$ cat src/rtl/core/h264fu_pkg.sv
// ----------------------------------------------------------------------------
// H.264 FU-A packetizer package
// Shared types, register indexes, byte positions and protocol constants.
// ----------------------------------------------------------------------------
package h264fu_pkg;

    localparam int unsigned MAX_UNIT_BYTES = 1048576;

    localparam int unsigned BYTE_W   = 8;
    localparam int unsigned LEN_W    = 21;
    localparam int unsigned FRAG_W   = 13;
    localparam int unsigned SEQ_W    = 16;
    localparam int unsigned TS_W     = 32;
    localparam int unsigned PT_W     = 7;
    localparam int unsigned CFG_IDX_W = 3;
    localparam int unsigned CFG_DATA_W = 32;

    // Configuration register indexes.
    localparam logic [CFG_IDX_W-1:0] CFG_PAYLOAD_TYPE   = 3'd0;
    localparam logic [CFG_IDX_W-1:0] CFG_SSRC           = 3'd1;
    localparam logic [CFG_IDX_W-1:0] CFG_CHANNEL        = 3'd2;
    localparam logic [CFG_IDX_W-1:0] CFG_TS_STEP        = 3'd3;
    localparam logic [CFG_IDX_W-1:0] CFG_MAX_FRAG       = 3'd4;

    // Register reset values.
    localparam logic [PT_W-1:0]   PT_RESET       = 7'd96;
    localparam logic [TS_W-1:0]   TS_STEP_RESET  = 32'(90000 / 25);
    localparam logic [FRAG_W-1:0] MAX_FRAG_RESET = 13'd1400;
    localparam logic [FRAG_W-1:0] MAX_FRAG_LIMIT = 13'd4096;

    // Protocol constants.
    localparam logic [7:0] INTERLEAVE_MAGIC = 8'h24;
    localparam logic [7:0] RTP_VERSION_BYTE = 8'h80;
    localparam logic [7:0] NRI_MASK         = 8'h60;
    localparam logic [7:0] TYPE_MASK        = 8'h1F;
    localparam logic [7:0] FU_A_TYPE        = 8'd28;
    localparam logic [7:0] FU_START_BIT     = 8'h80;
    localparam logic [7:0] FU_END_BIT       = 8'h40;
    localparam logic [4:0] NAL_TYPE_SPS     = 5'd7;
    localparam logic [4:0] NAL_TYPE_PPS     = 5'd8;
    localparam logic [15:0] RTP_HDR_BYTES   = 16'd12;
    localparam logic [15:0] FU_HDR_BYTES    = 16'd14;

    // Byte positions within one emitted request group.
    typedef logic [4:0] pos_t;
    localparam pos_t POS_MAGIC   = 5'd0;
    localparam pos_t POS_CHANNEL = 5'd1;
    localparam pos_t POS_LEN_HI  = 5'd2;
    localparam pos_t POS_LEN_LO  = 5'd3;
    localparam pos_t POS_VER     = 5'd4;
    localparam pos_t POS_PT      = 5'd5;
    localparam pos_t POS_SEQ_HI  = 5'd6;
    localparam pos_t POS_SEQ_LO  = 5'd7;
    localparam pos_t POS_TS_3    = 5'd8;
    localparam pos_t POS_TS_2    = 5'd9;
    localparam pos_t POS_TS_1    = 5'd10;
    localparam pos_t POS_TS_0    = 5'd11;
    localparam pos_t POS_SSRC_3  = 5'd12;
    localparam pos_t POS_SSRC_2  = 5'd13;
    localparam pos_t POS_SSRC_1  = 5'd14;
    localparam pos_t POS_SSRC_0  = 5'd15;
    localparam pos_t POS_FU_IND  = 5'd16;
    localparam pos_t POS_FU_HDR  = 5'd17;
    localparam pos_t POS_PAYLOAD = 5'd18;

    typedef struct packed {
        logic [BYTE_W-1:0] nal_byte;
        logic              nal_first;
        logic [LEN_W-1:0]  nal_length;
    } in_t;

    typedef struct packed {
        logic [BYTE_W-1:0] out_byte;
        logic              packet_last;
        logic              unit_last;
    } out_t;

    // Everything needed to emit the bytes caused by one input byte.
    typedef struct packed {
        logic              hdr;
        logic              fu;
        logic [15:0]       rtp_len;
        logic [SEQ_W-1:0]  seq;
        logic [TS_W-1:0]   ts;
        logic [BYTE_W-1:0] fu_ind;
        logic [BYTE_W-1:0] fu_hdr;
        logic [BYTE_W-1:0] payload;
        logic              pl;
        logic              ul;
    } job_t;

endpackage

$ cat src/rtl/core/h264_rtp_fu_packetizer_top.sv
// ----------------------------------------------------------------------------
// H.264 RTP FU-A packetizer, interleaved framing
// Turns a byte stream of NAL units into RTP-over-TCP interleaved packets.
// ----------------------------------------------------------------------------
// Usage:
//   The s_ channel takes one NAL byte per request; nal_length is sampled on
//   the header byte (nal_first = 1). The m_ channel delivers the packet
//   stream one byte per request, with packet_last and unit_last flags.
//   Registers are written through cfg_we/cfg_index/cfg_wdata while idle.
// Flow:
//   A byte is decided in the cycle it is accepted; its first output byte
//   goes through the group register, then the output byte register.
//   Payload bytes inside a packet flow at one per cycle while m_ready is
//   high. A byte that opens a packet causes 17 output bytes (whole unit) or
//   19 (FU-A fragment); the input is held until its payload byte is sent.
//   A fragmented unit's header byte and bytes with no unit open emit nothing.
// Reset:
//   aresetn is synchronous and active low; it clears sequence, timestamp and
//   unit tracking and restores the register defaults.
// Stall:
//   While m_ready is low the output byte holds; the pending group waits and
//   s_ready drops once a group is pending.
// ----------------------------------------------------------------------------
module h264_rtp_fu_packetizer_top (
    input  logic                          aclk,
    input  logic                          aresetn,
    input  logic                          s_valid,
    output logic                          s_ready,
    input  h264fu_pkg::in_t               s_data,
    output logic                          m_valid,
    input  logic                          m_ready,
    output h264fu_pkg::out_t              m_data,
    input  logic                          cfg_we,
    input  logic [h264fu_pkg::CFG_IDX_W-1:0]  cfg_index,
    input  logic [h264fu_pkg::CFG_DATA_W-1:0] cfg_wdata
);
    import h264fu_pkg::*;

    // Configuration registers.
    logic [PT_W-1:0]   pt_reg;
    logic [31:0]       ssrc_reg;
    logic [7:0]        chan_reg;
    logic [TS_W-1:0]   ts_step_reg;
    logic [FRAG_W-1:0] max_frag_reg;

    // Packetizer state.
    logic [SEQ_W-1:0]  seq_reg, seq_next;
    logic [TS_W-1:0]   ts_reg, ts_next;
    logic [LEN_W-1:0]  unit_left_reg, unit_left_next;
    logic [FRAG_W-1:0] pkt_left_reg, pkt_left_next;
    logic [7:0]        hdr_copy_reg, hdr_copy_next;
    logic              frag_mode_reg, frag_mode_next;
    logic              first_frag_reg, first_frag_next;

    // Pending output group and output register.
    job_t  job_reg, job_next;
    logic  job_valid_reg, job_valid_next;
    pos_t  idx_reg, idx_next;
    logic  m_valid_reg, m_valid_next;
    out_t  m_data_reg, m_data_next;

    logic              out_free, emit, job_done, s_accept, job_load;
    logic [FRAG_W-1:0] lim;
    logic [LEN_W-1:0]  len;
    logic [FRAG_W-1:0] frag_sz;
    logic [FRAG_W-1:0] pbl, pbl_d;
    logic [LEN_W-1:0]  ubl, ubl_d;
    logic              do_payload, pl, ul;
    logic [4:0]        nal_type;
    out_t              emit_data;

    assign out_free = !m_valid_reg || m_ready;
    assign emit     = job_valid_reg && out_free;
    assign job_done = emit && (idx_reg == POS_PAYLOAD);
    assign s_ready  = !job_valid_reg || job_done;
    assign s_accept = s_valid && s_ready;

    assign m_valid = m_valid_reg;
    assign m_data  = m_data_reg;

    // Payload size limit, clamped into 1..4096.
    always_comb begin
        if (max_frag_reg == '0) begin
            lim = FRAG_W'(1);
        end else if (max_frag_reg > MAX_FRAG_LIMIT) begin
            lim = MAX_FRAG_LIMIT;
        end else begin
            lim = max_frag_reg;
        end
    end

    // Unit length, clamped into 1..MAX_UNIT_BYTES.
    always_comb begin
        if (s_data.nal_length == '0) begin
            len = LEN_W'(1);
        end else if (s_data.nal_length > LEN_W'(MAX_UNIT_BYTES)) begin
            len = LEN_W'(MAX_UNIT_BYTES);
        end else begin
            len = s_data.nal_length;
        end
    end

    assign frag_sz = (unit_left_reg < LEN_W'(lim)) ? FRAG_W'(unit_left_reg) : lim;

    // Decide everything one accepted byte does to the state.
    always_comb begin
        seq_next        = seq_reg;
        ts_next         = ts_reg;
        unit_left_next  = unit_left_reg;
        pkt_left_next   = pkt_left_reg;
        hdr_copy_next   = hdr_copy_reg;
        frag_mode_next  = frag_mode_reg;
        first_frag_next = first_frag_reg;
        job_load        = 1'b0;
        do_payload      = 1'b0;
        pbl             = pkt_left_reg;
        ubl             = unit_left_reg;
        pbl_d           = '0;
        ubl_d           = '0;
        pl              = 1'b0;
        ul              = 1'b0;
        nal_type        = '0;
        job_next        = job_reg;

        if (s_accept) begin
            job_next.hdr     = 1'b0;
            job_next.fu      = 1'b0;
            job_next.seq     = seq_reg;
            job_next.ts      = ts_reg;
            job_next.payload = s_data.nal_byte;
            if (s_data.nal_first) begin
                hdr_copy_next = s_data.nal_byte;
                if (len <= LEN_W'(lim)) begin
                    frag_mode_next   = 1'b0;
                    first_frag_next  = 1'b0;
                    job_next.hdr     = 1'b1;
                    job_next.rtp_len = RTP_HDR_BYTES + 16'(len);
                    pbl              = FRAG_W'(len);
                    ubl              = len;
                    do_payload       = 1'b1;
                end else begin
                    // Fragmented unit: the header byte is kept, not sent.
                    frag_mode_next  = 1'b1;
                    first_frag_next = 1'b1;
                    unit_left_next  = len - LEN_W'(1);
                    pkt_left_next   = '0;
                end
            end else if (unit_left_reg != '0) begin
                do_payload = 1'b1;
                if (pkt_left_reg == '0) begin
                    first_frag_next  = 1'b0;
                    job_next.hdr     = 1'b1;
                    job_next.fu      = 1'b1;
                    job_next.rtp_len = FU_HDR_BYTES + 16'(frag_sz);
                    job_next.fu_ind  = (hdr_copy_reg & NRI_MASK) | FU_A_TYPE;
                    job_next.fu_hdr  = (hdr_copy_reg & TYPE_MASK)
                                     | (first_frag_reg ? FU_START_BIT : 8'h00)
                                     | ((unit_left_reg <= LEN_W'(lim)) ? FU_END_BIT : 8'h00);
                    pbl              = frag_sz;
                end
            end

            if (do_payload) begin
                pbl_d          = (pbl != '0) ? pbl - FRAG_W'(1) : pbl;
                ubl_d          = (ubl != '0) ? ubl - LEN_W'(1) : ubl;
                pl             = (pbl_d == '0);
                ul             = (ubl_d == '0);
                pkt_left_next  = pbl_d;
                unit_left_next = ubl_d;
                nal_type       = hdr_copy_next[4:0];
                if (pl) begin
                    seq_next = seq_reg + SEQ_W'(1);
                end
                // Parameter sets sent whole share the timestamp of the next frame.
                if (ul && (frag_mode_next ||
                           (nal_type != NAL_TYPE_SPS && nal_type != NAL_TYPE_PPS))) begin
                    ts_next = ts_reg + ts_step_reg;
                end
                job_next.pl = pl;
                job_next.ul = ul;
                job_load    = 1'b1;
            end
        end
    end

    // Byte selection for the current position of the pending group.
    always_comb begin
        emit_data = '0;
        unique case (idx_reg)
            POS_MAGIC:   emit_data.out_byte = INTERLEAVE_MAGIC;
            POS_CHANNEL: emit_data.out_byte = chan_reg;
            POS_LEN_HI:  emit_data.out_byte = job_reg.rtp_len[15:8];
            POS_LEN_LO:  emit_data.out_byte = job_reg.rtp_len[7:0];
            POS_VER:     emit_data.out_byte = RTP_VERSION_BYTE;
            POS_PT:      emit_data.out_byte = {1'b0, pt_reg};
            POS_SEQ_HI:  emit_data.out_byte = job_reg.seq[15:8];
            POS_SEQ_LO:  emit_data.out_byte = job_reg.seq[7:0];
            POS_TS_3:    emit_data.out_byte = job_reg.ts[31:24];
            POS_TS_2:    emit_data.out_byte = job_reg.ts[23:16];
            POS_TS_1:    emit_data.out_byte = job_reg.ts[15:8];
            POS_TS_0:    emit_data.out_byte = job_reg.ts[7:0];
            POS_SSRC_3:  emit_data.out_byte = ssrc_reg[31:24];
            POS_SSRC_2:  emit_data.out_byte = ssrc_reg[23:16];
            POS_SSRC_1:  emit_data.out_byte = ssrc_reg[15:8];
            POS_SSRC_0:  emit_data.out_byte = ssrc_reg[7:0];
            POS_FU_IND:  emit_data.out_byte = job_reg.fu_ind;
            POS_FU_HDR:  emit_data.out_byte = job_reg.fu_hdr;
            POS_PAYLOAD: begin
                emit_data.out_byte    = job_reg.payload;
                emit_data.packet_last = job_reg.pl;
                emit_data.unit_last   = job_reg.ul;
            end
            default:     emit_data = '0;
        endcase
    end

    // Group sequencing and output register control.
    always_comb begin
        job_valid_next = job_valid_reg;
        idx_next       = idx_reg;
        m_valid_next   = m_valid_reg;
        m_data_next    = m_data_reg;

        if (emit) begin
            m_valid_next = 1'b1;
            m_data_next  = emit_data;
            if (idx_reg == POS_SSRC_0) begin
                idx_next = job_reg.fu ? POS_FU_IND : POS_PAYLOAD;
            end else begin
                idx_next = idx_reg + pos_t'(1);
            end
        end else if (m_ready) begin
            m_valid_next = 1'b0;
        end

        if (job_load) begin
            job_valid_next = 1'b1;
            idx_next       = job_next.hdr ? POS_MAGIC : POS_PAYLOAD;
        end else if (job_done) begin
            job_valid_next = 1'b0;
        end
    end

    always_ff @(posedge aclk) begin
        if (!aresetn) begin
            pt_reg         <= PT_RESET;
            ssrc_reg       <= '0;
            chan_reg       <= '0;
            ts_step_reg    <= TS_STEP_RESET;
            max_frag_reg   <= MAX_FRAG_RESET;
            seq_reg        <= '0;
            ts_reg         <= '0;
            unit_left_reg  <= '0;
            pkt_left_reg   <= '0;
            hdr_copy_reg   <= '0;
            frag_mode_reg  <= 1'b0;
            first_frag_reg <= 1'b0;
            job_valid_reg  <= 1'b0;
            idx_reg        <= POS_MAGIC;
            m_valid_reg    <= 1'b0;
        end else begin
            seq_reg        <= seq_next;
            ts_reg         <= ts_next;
            unit_left_reg  <= unit_left_next;
            pkt_left_reg   <= pkt_left_next;
            hdr_copy_reg   <= hdr_copy_next;
            frag_mode_reg  <= frag_mode_next;
            first_frag_reg <= first_frag_next;
            job_valid_reg  <= job_valid_next;
            idx_reg        <= idx_next;
            m_valid_reg    <= m_valid_next;
            if (cfg_we) begin
                unique case (cfg_index)
                    CFG_PAYLOAD_TYPE: pt_reg       <= cfg_wdata[PT_W-1:0];
                    CFG_SSRC:         ssrc_reg     <= cfg_wdata;
                    CFG_CHANNEL:      chan_reg     <= cfg_wdata[7:0];
                    CFG_TS_STEP:      ts_step_reg  <= cfg_wdata;
                    CFG_MAX_FRAG:     max_frag_reg <= cfg_wdata[FRAG_W-1:0];
                    default:          ;
                endcase
            end
        end
    end

    always_ff @(posedge aclk) begin
        job_reg    <= job_next;
        m_data_reg <= m_data_next;
    end

    // A packet never has bytes left once its unit is exhausted.
    a_pkt_within_unit: assert property (@(posedge aclk) disable iff (!aresetn)
        (unit_left_reg == '0) |-> (pkt_left_reg == '0))
        else $error("packet byte count exceeds unit byte count");

    // The position counter stays within a group while one is pending.
    a_idx_range: assert property (@(posedge aclk) disable iff (!aresetn)
        job_valid_reg |-> (idx_reg <= POS_PAYLOAD))
        else $error("byte position out of range");

    // FU bytes are only emitted for fragment groups.
    a_fu_pos: assert property (@(posedge aclk) disable iff (!aresetn)
        (job_valid_reg && (idx_reg == POS_FU_IND || idx_reg == POS_FU_HDR))
        |-> job_reg.fu)
        else $error("FU byte position in a whole-unit group");

    // The end of a unit is always the end of a packet.
    a_unit_ends_packet: assert property (@(posedge aclk) disable iff (!aresetn)
        (m_valid_reg && m_data_reg.unit_last) |-> m_data_reg.packet_last)
        else $error("unit ended inside a packet");

    // A finished group hands its payload byte to the output register.
    a_done_outputs: assert property (@(posedge aclk) disable iff (!aresetn)
        job_done |=> m_valid_reg)
        else $error("payload byte lost at end of group");

endmodule
$ cat config.mk
export PLATFORM = sky130hd
export DESIGN_NAME = h264_rtp_fu_packetizer_top
export DESIGN_NICKNAME = d
export VERILOG_FILES = /design/src/rtl/core/h264fu_pkg.sv /design/src/rtl/core/h264_rtp_fu_packetizer_top.sv
export SDC_FILE = /design/constraint.sdc
export NUM_CORES = 1
export LEC_CHECK = 0
export ABC_AREA = 1
export BUFFER_PORTS_ARGS = -buffer_cell sky130_fd_sc_hd__buf_2
export CAP_MARGIN = 20
export CORE_UTILIZATION = 47
export DETAILED_ROUTE_END_ITERATION = 12
export PLACE_DENSITY = 0.7
export SLEW_MARGIN = 15
export SYNTH_ARGS = -nofsm -noshare
export SYNTH_HDL_FRONTEND = slang
export SYNTH_SLANG_ARGS = --single-unit
$ cat constraint.sdc
create_clock -name aclk -period 11.5 [get_ports aclk]
set_input_delay 0 -clock aclk [delete_from_list [all_inputs] [get_ports aclk]]
set_output_delay 0 -clock aclk [all_outputs]
set_load 0.03 [all_outputs]
Yosys cells after proc, flatten, opt, wreduce, memory -nomap -nowiden
Index checks and enable logic that the tools add are counted.
Operators by class
  $add $sub $neg: 8
  $lt $le $gt $ge: 5
  eq/ne operators: 27
  muxes and demuxes: 58
  bitwise logic cells: 4
  reduce and logical (&&, ||, !) cells: 40
Operators with widths (count)
  $mux W21: 9
  $mux W13: 12
  $pmux W8 S19: 1
  $mux W92: 1
  $mux W15: 3
  $le A21 B13 Y1: 2
  $logic_not A21 Y1: 2
  $reduce_bool A21 Y1: 2
  $sub A21 B1 Y21 const B: 2
  $eq A5 B4 Y1 const B: 8
  $logic_not A13 Y1: 3
  $mux W18: 2
  $add A32 B32 Y32: 1
  $mux W16: 2
  $gt A21 B21 Y1 const B: 1
  $lt A21 B13 Y1: 1
  $mux W7: 3
  $eq A5 B3 Y1 const B: 4
  $mux W5: 4
  $mux W1: 18
  $add A16 B1 Y16 const B: 1
  $add A4 B16 Y16 const A: 1
  $eq A5 B5 Y1 const B: 3
  $add A4 B13 Y14 const A: 1
  28 further kinds: 55
Word-level totals
  bits in registers: 286
  input port bits: 70
  output and inout port bits: 12
  word-level logic and storage cells: 171

Logic depth before layout (Yosys ltp)
Gate-level depths: netlist of run 1.
  word-level depth: 16
  gate-level depth with buffers: 39
  depth with buffers taken out: 35

Least setup slack after synthesis of run 1
OpenSTA, ideal clock, no wires.
  kind: reg2reg
  from: register max_frag_reg[8]
  to: register ts_reg[12]
  library setup time: 0.113 ns
  data arrival time: 4.060 ns
  required time: 11.387 ns
  slack: 7.326 ns
  cell stages (with the launch flop): 34
  buffers on the path: 3
  period minus slack after synthesis: 4.174 ns
  cells stage by stage: dfxtp_1 > nor4_1 > nand2_1 > nand2_1 > nand2_1 > ha_1 > nand2_1 > inv_1 > o21ai_0 > nand2_1 > nor2_2 > nand3_2 > nand2_4 > nand3_4 > buf_6 > a21oi_4 > ha_1 > clkbuf_1 > nand2_1 > nor2_2 > nand2_1 > inv_2 > nand2_1 > nand2_1 > nand2_1 > nand2_1 > nand2_1 > nor2_1 > nand3_1 > nor2_2 > nand2_2 > buf_2 > o21ai_1 > nor2_1
Between the ends
  word-level cells in the longest chain between the ends: 12
  elaborated cells on any way between the ends: 21
  classes of those cells: add/sub (1); order compare (2); mux (12); reduce/logical (6)
Ends and longest elaborated chain
  start, declared: RTL line h264_rtp_fu_packetizer_top.sv:44  | logic [FRAG_W-1:0] max_frag_reg;
  start signal, assigned: RTL line h264_rtp_fu_packetizer_top.sv:278  | CFG_MAX_FRAG: max_frag_reg <= cfg_wdata[FRAG_W-1:0];
  $gt A13 B13 Y1: RTL line h264_rtp_fu_packetizer_top.sv:85  | end else if (max_frag_reg > MAX_FRAG_LIMIT) begin
  $mux W13: RTL line h264_rtp_fu_packetizer_top.sv:85
  $mux W13 *: RTL line h264_rtp_fu_packetizer_top.sv:83  | if (max_frag_reg == '0) begin
  $le A21 B13 Y1 *: RTL line h264_rtp_fu_packetizer_top.sv:133  | if (len <= LEN_W'(lim)) begin
  $mux W21: RTL line h264_rtp_fu_packetizer_top.sv:133
  $mux W21: RTL line h264_rtp_fu_packetizer_top.sv:131  | if (s_data.nal_first) begin
  $mux W21: RTL line h264_rtp_fu_packetizer_top.sv:125  | if (s_accept) begin
  $sub A21 B1 Y21 / $reduce_bool A21 Y1 (equally long branches): RTL line h264_rtp_fu_packetizer_top.sv:165  | ubl_d = (ubl != '0) ? ubl - LEN_W'(1) : ubl;
  $mux W21: RTL line h264_rtp_fu_packetizer_top.sv:165
  $logic_not A21 Y1: RTL line h264_rtp_fu_packetizer_top.sv:167  | ul = (ubl_d == '0);
  $logic_and A1 B1 Y1: RTL line h264_rtp_fu_packetizer_top.sv:175  | if (ul && (frag_mode_next ||
  $reduce_and A3 Y1 (no line) *
  end signal, assigned: RTL line h264_rtp_fu_packetizer_top.sv:263  | ts_reg <= ts_next;
  end, declared: RTL line h264_rtp_fu_packetizer_top.sv:48  | logic [TS_W-1:0] ts_reg, ts_next;
Every way passes the cells marked *; elsewhere a longest branch is shown, timed or not. The select of a mux whose other input is x is not followed.
A chain may end at the register's enable or synchronous reset.

Worst setup path in the final report of run 1
  from: input s_data[11] in the netlist's numbering
  to: register ts_reg[12]
Between the ends
  word-level cells in the longest chain between the ends: 12
  elaborated cells on any way between the ends: 21
  classes of those cells: add/sub (1); order compare (2); mux (12); reduce/logical (6)
Ends and longest elaborated chain
  start, declared: RTL line h264_rtp_fu_packetizer_top.sv:29  | input h264fu_pkg::in_t s_data,
  $gt A21 B21 Y1: RTL line h264_rtp_fu_packetizer_top.sv:96  | end else if (s_data.nal_length > LEN_W'(MAX_UNIT_BYTES)) begin
  $mux W21: RTL line h264_rtp_fu_packetizer_top.sv:96
  $mux W21 *: RTL line h264_rtp_fu_packetizer_top.sv:94  | if (s_data.nal_length == '0) begin
  $le A21 B13 Y1: RTL line h264_rtp_fu_packetizer_top.sv:133
  $mux W21: RTL line h264_rtp_fu_packetizer_top.sv:133
  $mux W21: RTL line h264_rtp_fu_packetizer_top.sv:131
  $mux W21: RTL line h264_rtp_fu_packetizer_top.sv:125
  $sub A21 B1 Y21 / $reduce_bool A21 Y1 (equally long branches): RTL line h264_rtp_fu_packetizer_top.sv:165
  $mux W21: RTL line h264_rtp_fu_packetizer_top.sv:165
  $logic_not A21 Y1: RTL line h264_rtp_fu_packetizer_top.sv:167
  $logic_and A1 B1 Y1: RTL line h264_rtp_fu_packetizer_top.sv:175
  $reduce_and A3 Y1 (no line) *
Marked as above.

==> results.yml, run 1 <==
run_status:
  status: "complete, no violations"
sta:
  fmax_mhz: 159
  fin_tns_setup_ns: 0
  finalSetupViolations: 0
  final-hold-violation-count: 0
  maxSlewViolCount: 0
  finalCritPeriodShare_pct: 54.7
  finClkSkew_ns: 0.0234
  fin_crit_ns: 6.29
  rsz0062_at_grt: "no"
  worstMarginPinSlew_ns: 1.03
  max-slew-margin-rel_pct: 30.7
synth:
  synth_top_area_share_pct: 22.7
  synth_cell_types: 61
  syn_inst: 2321
  synth.avg_cell_area_um2: 7.26
  syn_nets: 2460
  ys.warnings.count: 0
  syn-cell-area_um2: 16800
  synth_edf_count: 94
  synth_area_leader_cell: "dfxtp_1"
  synth-seq-cells: 285
  seq_area_frac_synth_pct: 39.5
  ys_dominant_reg_cell: "dfxtp_1"
  synth_area_leaders: "dfxtp_1 (23%), edfxtp_1 (17%), nand2_1 (11%)"
  async_flop_share_pct: 0
die:
  die_area_um2: 36600
  placementRows: 68
  die_x_um: 191
  core-area_um2: 34900
  ios: 82
  die_y_um: 191
  initial_core_util_pct: 48.3
clocking:
  cts_setup_buffers: 0
  cts.clk_slew.worst_paths_ns: 0.06
  cts_tree: "built"
  cts_made_buffers: 34
  cts_root_buffer: "clkbuf_16"
  cts_max_path_buffers: 3
  cts.htree.levels: 2
  numClockSinks: 285
  clk_latency_ns: 0.54
power_and_ir_drop:
  internal_power_mw: 2.14
  clkPwrFrac_pct: 30.5
  pwr-share-comb_pct: 36.0
  seqPwrFrac_pct: 33.5
  switchingPower_mw: 1.40
  power-per-cell-area_nw_per_um2: 185
  netSwitchingFraction_pct: 39.7
  total_leakage_power_nw: 8.68
  peakVddDrop_v: 0.000130
  total_power_mw: 3.54
global_routing:
  first_global_vias: 15900
  antenna_found_initial: 0
  grt_overflow: 0
  grt_pass1_wl_um: 87700
  grt_max_degree: 81
  grt_use_total_pct: 31.2
final_layout:
  diodes: 0
  postLayoutCoreUtil_pct: 54.8
  fillers: 3419
  area_delta_synth_final_pct: 13.6
  drive_gt1_share_pct: 9.51
  largest_reg_flops: 85
  fin_nets: 2562
critical_path:
  cp-start-kind: "primary input"
  r2r_cells: 27
  required_ns: 11.95
  slowest_delay_ns: 0.64
  crit_fanout: 32
  critPathArrivalTime_ns: 6.74
  crit_path_frequent_cell: "nor2_1"
  reg2reg_slack_ns: 5.32
  worstSetupEndpoint: "ts_reg[12]"
  critPathSlowestCell: "inv_2"
  worst-setup-path-type: "primary input to flip-flop"
  startpoint: "s_data[11]"
  r2r_start: "max_frag_reg[8]"
  worstSetupEndpointType: "flip-flop"
  r2r-end: "ts_reg[12]"
placed_design:
  port_buffers: 81
  dp.final_hpwl_um: 42700
  gp_congestion: 0.989
drt:
  drt-pass1-iter-count: 7
  ant_nets: 0
  first_iter_violations: 1431
  drc: 0
  wl_per_cell_um: 19.5
  vias: 16300
  wl_um: 56700
  viasPerCell: 5.63
hold_path:
  hold_class: "primary input to flip-flop"
run:
  cap_violations: 0
[worst max-delay path, delay by kind of cell]
kind                       cells  cell delay (ns)
AOI/OAI and AO/OA              1             0.33
adders and majority gates      2             0.69
buffers and inverters          5             1.49
and+or+nand+nor               24             4.21
[how the worst min path moves through the flow]
stage / endpoint / startpoint / cells past startpoint
4_1_cts: unit_left_reg[15] / s_data[15] / 5
6_report: unit_left_reg[15] / s_data[15] / 5
3_3_place_gp: job_reg[9] / s_data[29] / 1
2_1_floorplan: job_reg[2] / s_data[22] / 0
5_1_grt: unit_left_reg[17] / s_data[17] / 5
3_5_place_dp: job_reg[9] / s_data[29] / 1
[cells in the mapped netlist (44+ instances only)]
master and n:
nand2_1 477, nor2_1 397, inv_1 225, dfxtp_1 191, o21ai_0 151, a21oi_1 150, nand3_1 137, edfxtp_1 94
ha_1 68, clkbuf_1 52, xor2_1 48, nand4_1 44
[cells in the final DEF (no fill, tap or decap), drive strengths merged, types with 5 or more instances in the layout]
cell / Yosys / routed
clkinv: 4 / 15
dfxtp: 191 / 191
nor3: 27 / 27
a21oi: 153 / 153
a211oi: 11 / 11
a22o: 8 / 8
a21boi: 5 / 5
o22ai: 6 / 6
o211ai: 6 / 6
o2bb2ai: 7 / 7
inv: 237 / 240
ha: 68 / 68
a32o: 9 / 9
nand2: 494 / 494
a221oi: 21 / 21
xor2: 48 / 48
clkbuf: 52 / 44
or2: 6 / 6
buf: 23 / 95
a31oi: 6 / 6
edfxtp: 94 / 94
xnor2: 13 / 13
dlygate4sd3: 0 / 46
nor2: 418 / 418
o21ai: 196 / 196
nand3: 141 / 141
o31ai: 7 / 7
nand4: 45 / 45
[through the flow]
step	hold WS [ns]	std cells	setup WS [ns]	cell area, um2
floorplan	0.0989	2321	7.33	16800
global placement	0.195	2795	5.50	17500
detailed placement	0.188	2795	5.32	17500
CTS	0.0108	2903	5.28	19100
global route	0.0522	2904	4.58	19100
finish	0.0177	2904	5.21	19100
[what timing repair did]
action	CTS	global route
resized for setup	0	0
hold endpoints to repair	111	0
hold buffers	46	0
[per-layer routing]
metal	vias up	track usage, %	share of wire (%)
li1	7944	-	-
met1	7626	38.0	41
met2	621	54.8	48
met3	146	3.54	5.9
met4	0	14.3	5.0
met5	-	0	0
[final cells by class]
class	count	area, um2	area share [%]
Multi-Input combinational cell	1720	8920	46.6
Tap cell	455	569	2.98
Sequential cell	285	6650	34.7
Clock inverter	18	156	0.818
Inverter	241	905	4.73
Timing Repair Buffer	141	973	5.09
Clock buffer	44	961	5.02
[power groups by stage]
stage	clock, mW	sequential [mW]	combinational, mW
global route	1.13	1.19	1.43
detailed placement	0	1.20	1.24
CTS	1.09	1.18	1.26
finish	1.08	1.18	1.27
global placement	0	1.20	1.24
floorplan	0	1.19	0.941
[kinds of logic after synthesis]
kind of cell	after synthesis	share of synthesized area, %
AOI/OAI and AO/OA	450	15.6
xor gates and xnor gates	61	3.17
adders and majority gates	69	5.17
buffers and inverters	316	7.64
DFF	285	39.5
and+or+nand+nor	1140	29.0
No activity file was read; power rests on OpenSTA's default activity.
==> run 2, diff against run 1 <==
- clock period: 11.5 -> 6.09 ns (I/O delays scaled with it)
==> run 2 against run 1 <==
  * Critical endpoint is now ts_reg[13]
  * Via count grew 0.82%
  * Critical path type is now flip-flop to flip-flop
  * Register-to-register slack lost 4.6 ns
  * Global-route usage grew 0.79 points
==> results.yml, run 2 (synthesized netlist as in run 1, its figures left out) <==
run_status:
  status: "complete, no violations"
sta:
  maxSlewViolCount: 0
  finalCritPeriodShare_pct: 89.0
  fin_crit_ns: 5.42
  finClkSkew_ns: 0.0200
  max-slew-margin-rel_pct: 29.0
  setup_slack_ns: 0.672
  rsz0062_at_grt: "no"
  fmax_mhz: 185
  finalSetupViolations: 0
  worstMarginPinSlew_ns: 1.06
  fin_tns_setup_ns: 0
  final-hold-violation-count: 0
final_layout:
  fillers: 3358
  largest_reg_flops: 85
  diodes: 0
  final_cells: 2910
  fin_nets: 2569
  drive_gt1_share_pct: 9.21
  layout_commonest_cell: "nand2_1"
  area_delta_synth_final_pct: 13.5
  postLayoutCoreUtil_pct: 54.8
  most-common-layout-cells: "nand2_1 (477), nor2_1 (396), inv_1 (223)"
drt:
  drc: 0
  vias: 16500
  viasPerCell: 5.66
  wl_per_cell_um: 19.8
  ant_nets: 0
  drt-pass1-iter-count: 5
  first_iter_violations: 1497
  wl_um: 57700
run:
  cap_violations: 0
global_routing:
  first_global_vias: 15800
  antenna_found_initial: 1
  grt_overflow: 0
  grt_pass1_wl_um: 89800
  grt_max_degree: 103
  grt_use_total_pct: 32.0
critical_path:
  r2r_cells: 31
  required_ns: 6.57
  worst-setup-path-type: "flip-flop to flip-flop"
  critPathSlowestCell: "nor4_1"
  reg2reg_slack_ns: 0.67
  cp-start-kind: "flip-flop"
  crit_path_frequent_cell: "nand2_1"
  slowest_delay_ns: 0.37
  worstSetupEndpointType: "flip-flop"
  critPathArrivalTime_ns: 5.90
  crit_fanout: 31
clocking:
  cts_max_path_buffers: 3
  clk_latency_ns: 0.59
  cts_root_buffer: "clkbuf_16"
  cts.htree.levels: 1
  cts_setup_buffers: 0
  cts_made_buffers: 31
  numClockSinks: 285
  cts_tree: "built"
  cts.clk_slew.worst_paths_ns: 0.06
power_and_ir_drop:
  power-per-cell-area_nw_per_um2: 342
  peakVddDrop_v: 0.000249
  total_power_mw: 6.54
  total_leakage_power_nw: 8.66
die:
  die_area_um2: 36600
  core-area_um2: 34900
  die_y_um: 191
  die_x_um: 191
  placementRows: 68
  initial_core_util_pct: 48.3
  ios: 82
placed_design:
  port_buffers: 81
  place_ws_ns: 0.645
  gp_congestion: 1.01
  dp.final_hpwl_um: 43600
  place_inst: 2799
hold_path:
  hold_class: "primary input to flip-flop"
  hold_depth: 5
==> run 2: power breakdown <==
part | leakage (nW) | switching [mW] | internal [mW]
clock network | 0.480 | 0.818 | 1.07
registers | 2.48 | 0.101 | 2.14
logic | 5.70 | 1.69 | 0.725
total | 8.66 | 2.61 | 3.93
==> run 2: final timing paths <==
kind	from	endpoint
setup / recovery	max_frag_reg[8]	ts_reg[13]
hold / removal	cfg_we	pt_reg[0]
setup reg to reg	max_frag_reg[8]	ts_reg[13]
hold reg to reg	hdr_copy_reg[5]	job_reg[23]
==> run 2: worst max-delay path, delay by kind of cell, from the launching register on <==
kind            cells  cell delay [ns]
simple gates       23             3.19
fa+ha+maj           2             0.67
compound gates      3             0.67
buf+inv             3             0.45
flops               1             0.32
==> run 2: what timing repair did <==
action                                  in CTS  in global routing
gates resized for setup                      0                  1
endpoints found under the setup margin       0                 29
hold endpoints to repair                   118                  0
hold buffers                                52                  0
==> run 2: metrics by stage <==
step	instance area (um2)	hold WS, ns
CTS	19100	0.00914
floorplan	16800	0.0989
finish	19100	0.0531
detailed placement	17600	0.194
global route	19100	0.0783
global placement	17600	0.200
==> run 2: layer usage <==
layer	wire length, um	vias to the layer above	GRT usage [%]
li1	-	7967	-
met4	2370	0	11.9
met2	27600	674	55.6
met5	0	-	0
met1	24100	7702	40.7
met3	3550	128	3.32
==> run 2: cell type report <==
class	count	area, um2	share of cell area [%]
Clock buffer	36	795	4.15
Clock inverter	22	209	1.09
Inverter	241	906	4.74
Multi-Input combinational cell	1720	8920	46.6
Sequential cell	285	6650	34.7
Tap cell	455	569	2.98
Timing Repair Buffer	151	1080	5.66
==> run 3, diff against run 2 <==
==> constraint.sdc (replaced) <==
create_clock -name aclk -period 6.09 [get_ports aclk]
set_input_delay 0.9135 -clock aclk [delete_from_list [all_inputs] [get_ports aclk]]
set_output_delay 0.9135 -clock aclk [all_outputs]
set_load 0.03 [all_outputs]
==> run 3 against run 2 <==
  * Power increased by 2.2%
  * Non-clock buffer count decreased by 26
  * Sequential power barely moved
  * Clock power up 8%
  * First-iteration DRC count fell by 5.7%
  * Die area is the same
  * Largest power group unchanged
  * Flip-flop and latch count unchanged
  * Largest cell class unchanged
  * Clock-buffer cell count rose by 6
==> results.yml, run 3 (synthesized netlist as in run 1, its figures left out) <==
run_status:
  status: "complete, no violations"
final_layout:
  area_delta_synth_final_pct: 12.4
  postLayoutCellArea_um2: 18900
  largest_reg_flops: 85
  fin_nets: 2546
  final_cells: 2888
  drive_gt1_share_pct: 10.5
  diodes: 0
  most-common-layout-cells: "nand2_1 (477), nor2_1 (396), inv_1 (223)"
  fillers: 3371
  layout_commonest_cell: "nand2_1"
clocking:
  cts.htree.levels: 2
  numClockSinks: 285
  clk_latency_ns: 0.54
  holdBufCountCts: 0
  cts_made_buffers: 34
  post_cts_resized: 0
  cts_root_buffer: "clkbuf_16"
  cts_max_path_buffers: 3
  cts.clk_slew.worst_paths_ns: 0.06
  cts_tree: "built"
  cts_setup_buffers: 0
run:
  cap_violations: 0
sta:
  finalSetupViolations: 0
  finClkSkew_ns: 0.0300
  setup_slack_ns: 0.733
  fin_tns_setup_ns: 0
  whs_ns: 0.434
  maxSlewViolCount: 0
  finalCritPeriodShare_pct: 88.0
  fin_crit_ns: 5.36
  worstMarginPinSlew_ns: 1.07
  max-slew-margin-rel_pct: 28.1
  fmax_mhz: 187
  rsz0062_at_grt: "no"
  final-hold-violation-count: 0
critical_path:
  cp_num_buf_inv: 2
  cp-start-kind: "flip-flop"
  slowest_delay_ns: 0.39
  path_delay_family: "simple AND/OR/NAND/NOR gates"
  crit_path_frequent_cell: "nand2_1"
  critPathSlowestCell: "nand2_2"
  startpoint: "max_frag_reg[8]"
  worst-setup-path-type: "flip-flop to flip-flop"
  r2r_start: "max_frag_reg[8]"
  required_ns: 6.51
  critPathArrivalTime_ns: 5.77
  crit_fanout: 24
  worstSetupEndpointType: "flip-flop"
global_routing:
  grt_pass1_wl_um: 86300
  grt_overflow: 0
  antenna_found_initial: 0
  grt_use_total_pct: 30.7
  grt_max_degree: 111
  first_global_vias: 15300
power_and_ir_drop:
  netSwitchingFraction_pct: 39.3
  internal_power_mw: 4.06
  seqPwrFrac_pct: 33.6
  power-per-cell-area_nw_per_um2: 353
  pwr-share-comb_pct: 36.0
  clkPwrFrac_pct: 30.4
  total_leakage_power_nw: 8.64
  peakVddDrop_v: 0.000227
  switchingPower_mw: 2.62
placed_design:
  port_buffers: 81
  dp.final_hpwl_um: 43300
  place_ws_ns: 0.335
  postPlaceCellArea_um2: 17800
  gp_congestion: 1.01
  place_inst: 2825
die:
  die_area_um2: 36600
  ios: 82
  die_y_um: 191
  initial_core_util_pct: 48.3
  placementRows: 68
  die_x_um: 191
  core-area_um2: 34900
drt:
  wl_per_cell_um: 19.4
  wl_um: 56100
  viasPerCell: 5.66
  drt-pass1-iter-count: 6
  vias: 16300
  ant_nets: 0
  first_iter_violations: 1412
  drc: 0
hold_path:
  hold_class: "flip-flop to flip-flop"
  min_from: "first_frag_reg"
-- run 3: through the flow --
| step | util (%) | power, mW |
|---|---|---|
| final | 54.3 | 6.68 |
| after global routing | 54.3 | 7.05 |
| after CTS | 54.2 | 6.67 |
| after detailed placement | 51.1 | 4.64 |
| after global placement | 51.0 | 4.62 |
| after floorplan | - | 4.02 |
-- run 3: area by class of cell --
type | instances | area (um2) | share of cell area, %
clock buffers | 42 | 902 | 4.76
clock inverters | 20 | 198 | 1.04
inverters | 241 | 905 | 4.78
multi-input cells | 1720 | 8920 | 47.1
flip-flops and latches | 285 | 6650 | 35.1
well taps | 455 | 569 | 3.01
repair buffers | 125 | 796 | 4.20
-- run 3: worst paths after layout --
path	endpoint	slack (ns)	depth (start not counted)
worst max-delay path	seq_reg[4]	0.73	26
worst max register to register	seq_reg[4]	0.73	26
worst min register to register	job_reg[17]	0.43	0
worst min-delay path	job_reg[17]	0.43	0
-- run 3: power by group through the flow --
| stage | combinational, mW | sequential (mW) | clock [mW] |
|---|---|---|---|
| global placement | 2.34 | 2.28 | 0 |
| global route | 2.67 | 2.25 | 2.12 |
| floorplan | 1.78 | 2.24 | 0 |
| finish | 2.40 | 2.25 | 2.03 |
| detailed placement | 2.36 | 2.28 | 0 |
| CTS | 2.37 | 2.24 | 2.05 |
-- run 3: worst reg2reg max path, stage by stage (launching register included) --
cell     delay, ns
dfxtp_1       0.33
nor4_1        0.35
nand2_1       0.11
nand2_1       0.19
nand2_1       0.18
ha_1          0.36
a21oi_1       0.15
o21ai_0       0.09
o21ai_0       0.34
nand2_2       0.39
inv_2         0.15
nand2_1       0.06
nand3_1       0.17
nand2_1       0.12
a21oi_4       0.27
ha_1          0.35
nand3_4       0.16
nor2_8        0.18
nand2_4       0.14
nand2_1       0.09
nand2_1       0.10
inv_1         0.09
nand3_1       0.07
nor2_1        0.14
nand4_2       0.37
nand2_1       0.20
a21oi_1       0.08
-- run 3: metal layers --
metal,part of all wire [%],vias to the layer above,wire length (um),GRT usage (%)
met4,3.1,0,1760,10.3
met2,48,639,26700,52.6
met3,6.6,98,3690,3.73
met5,0,-,0,0
li1,-,7940,-,-
met1,43,7671,23900,39.9
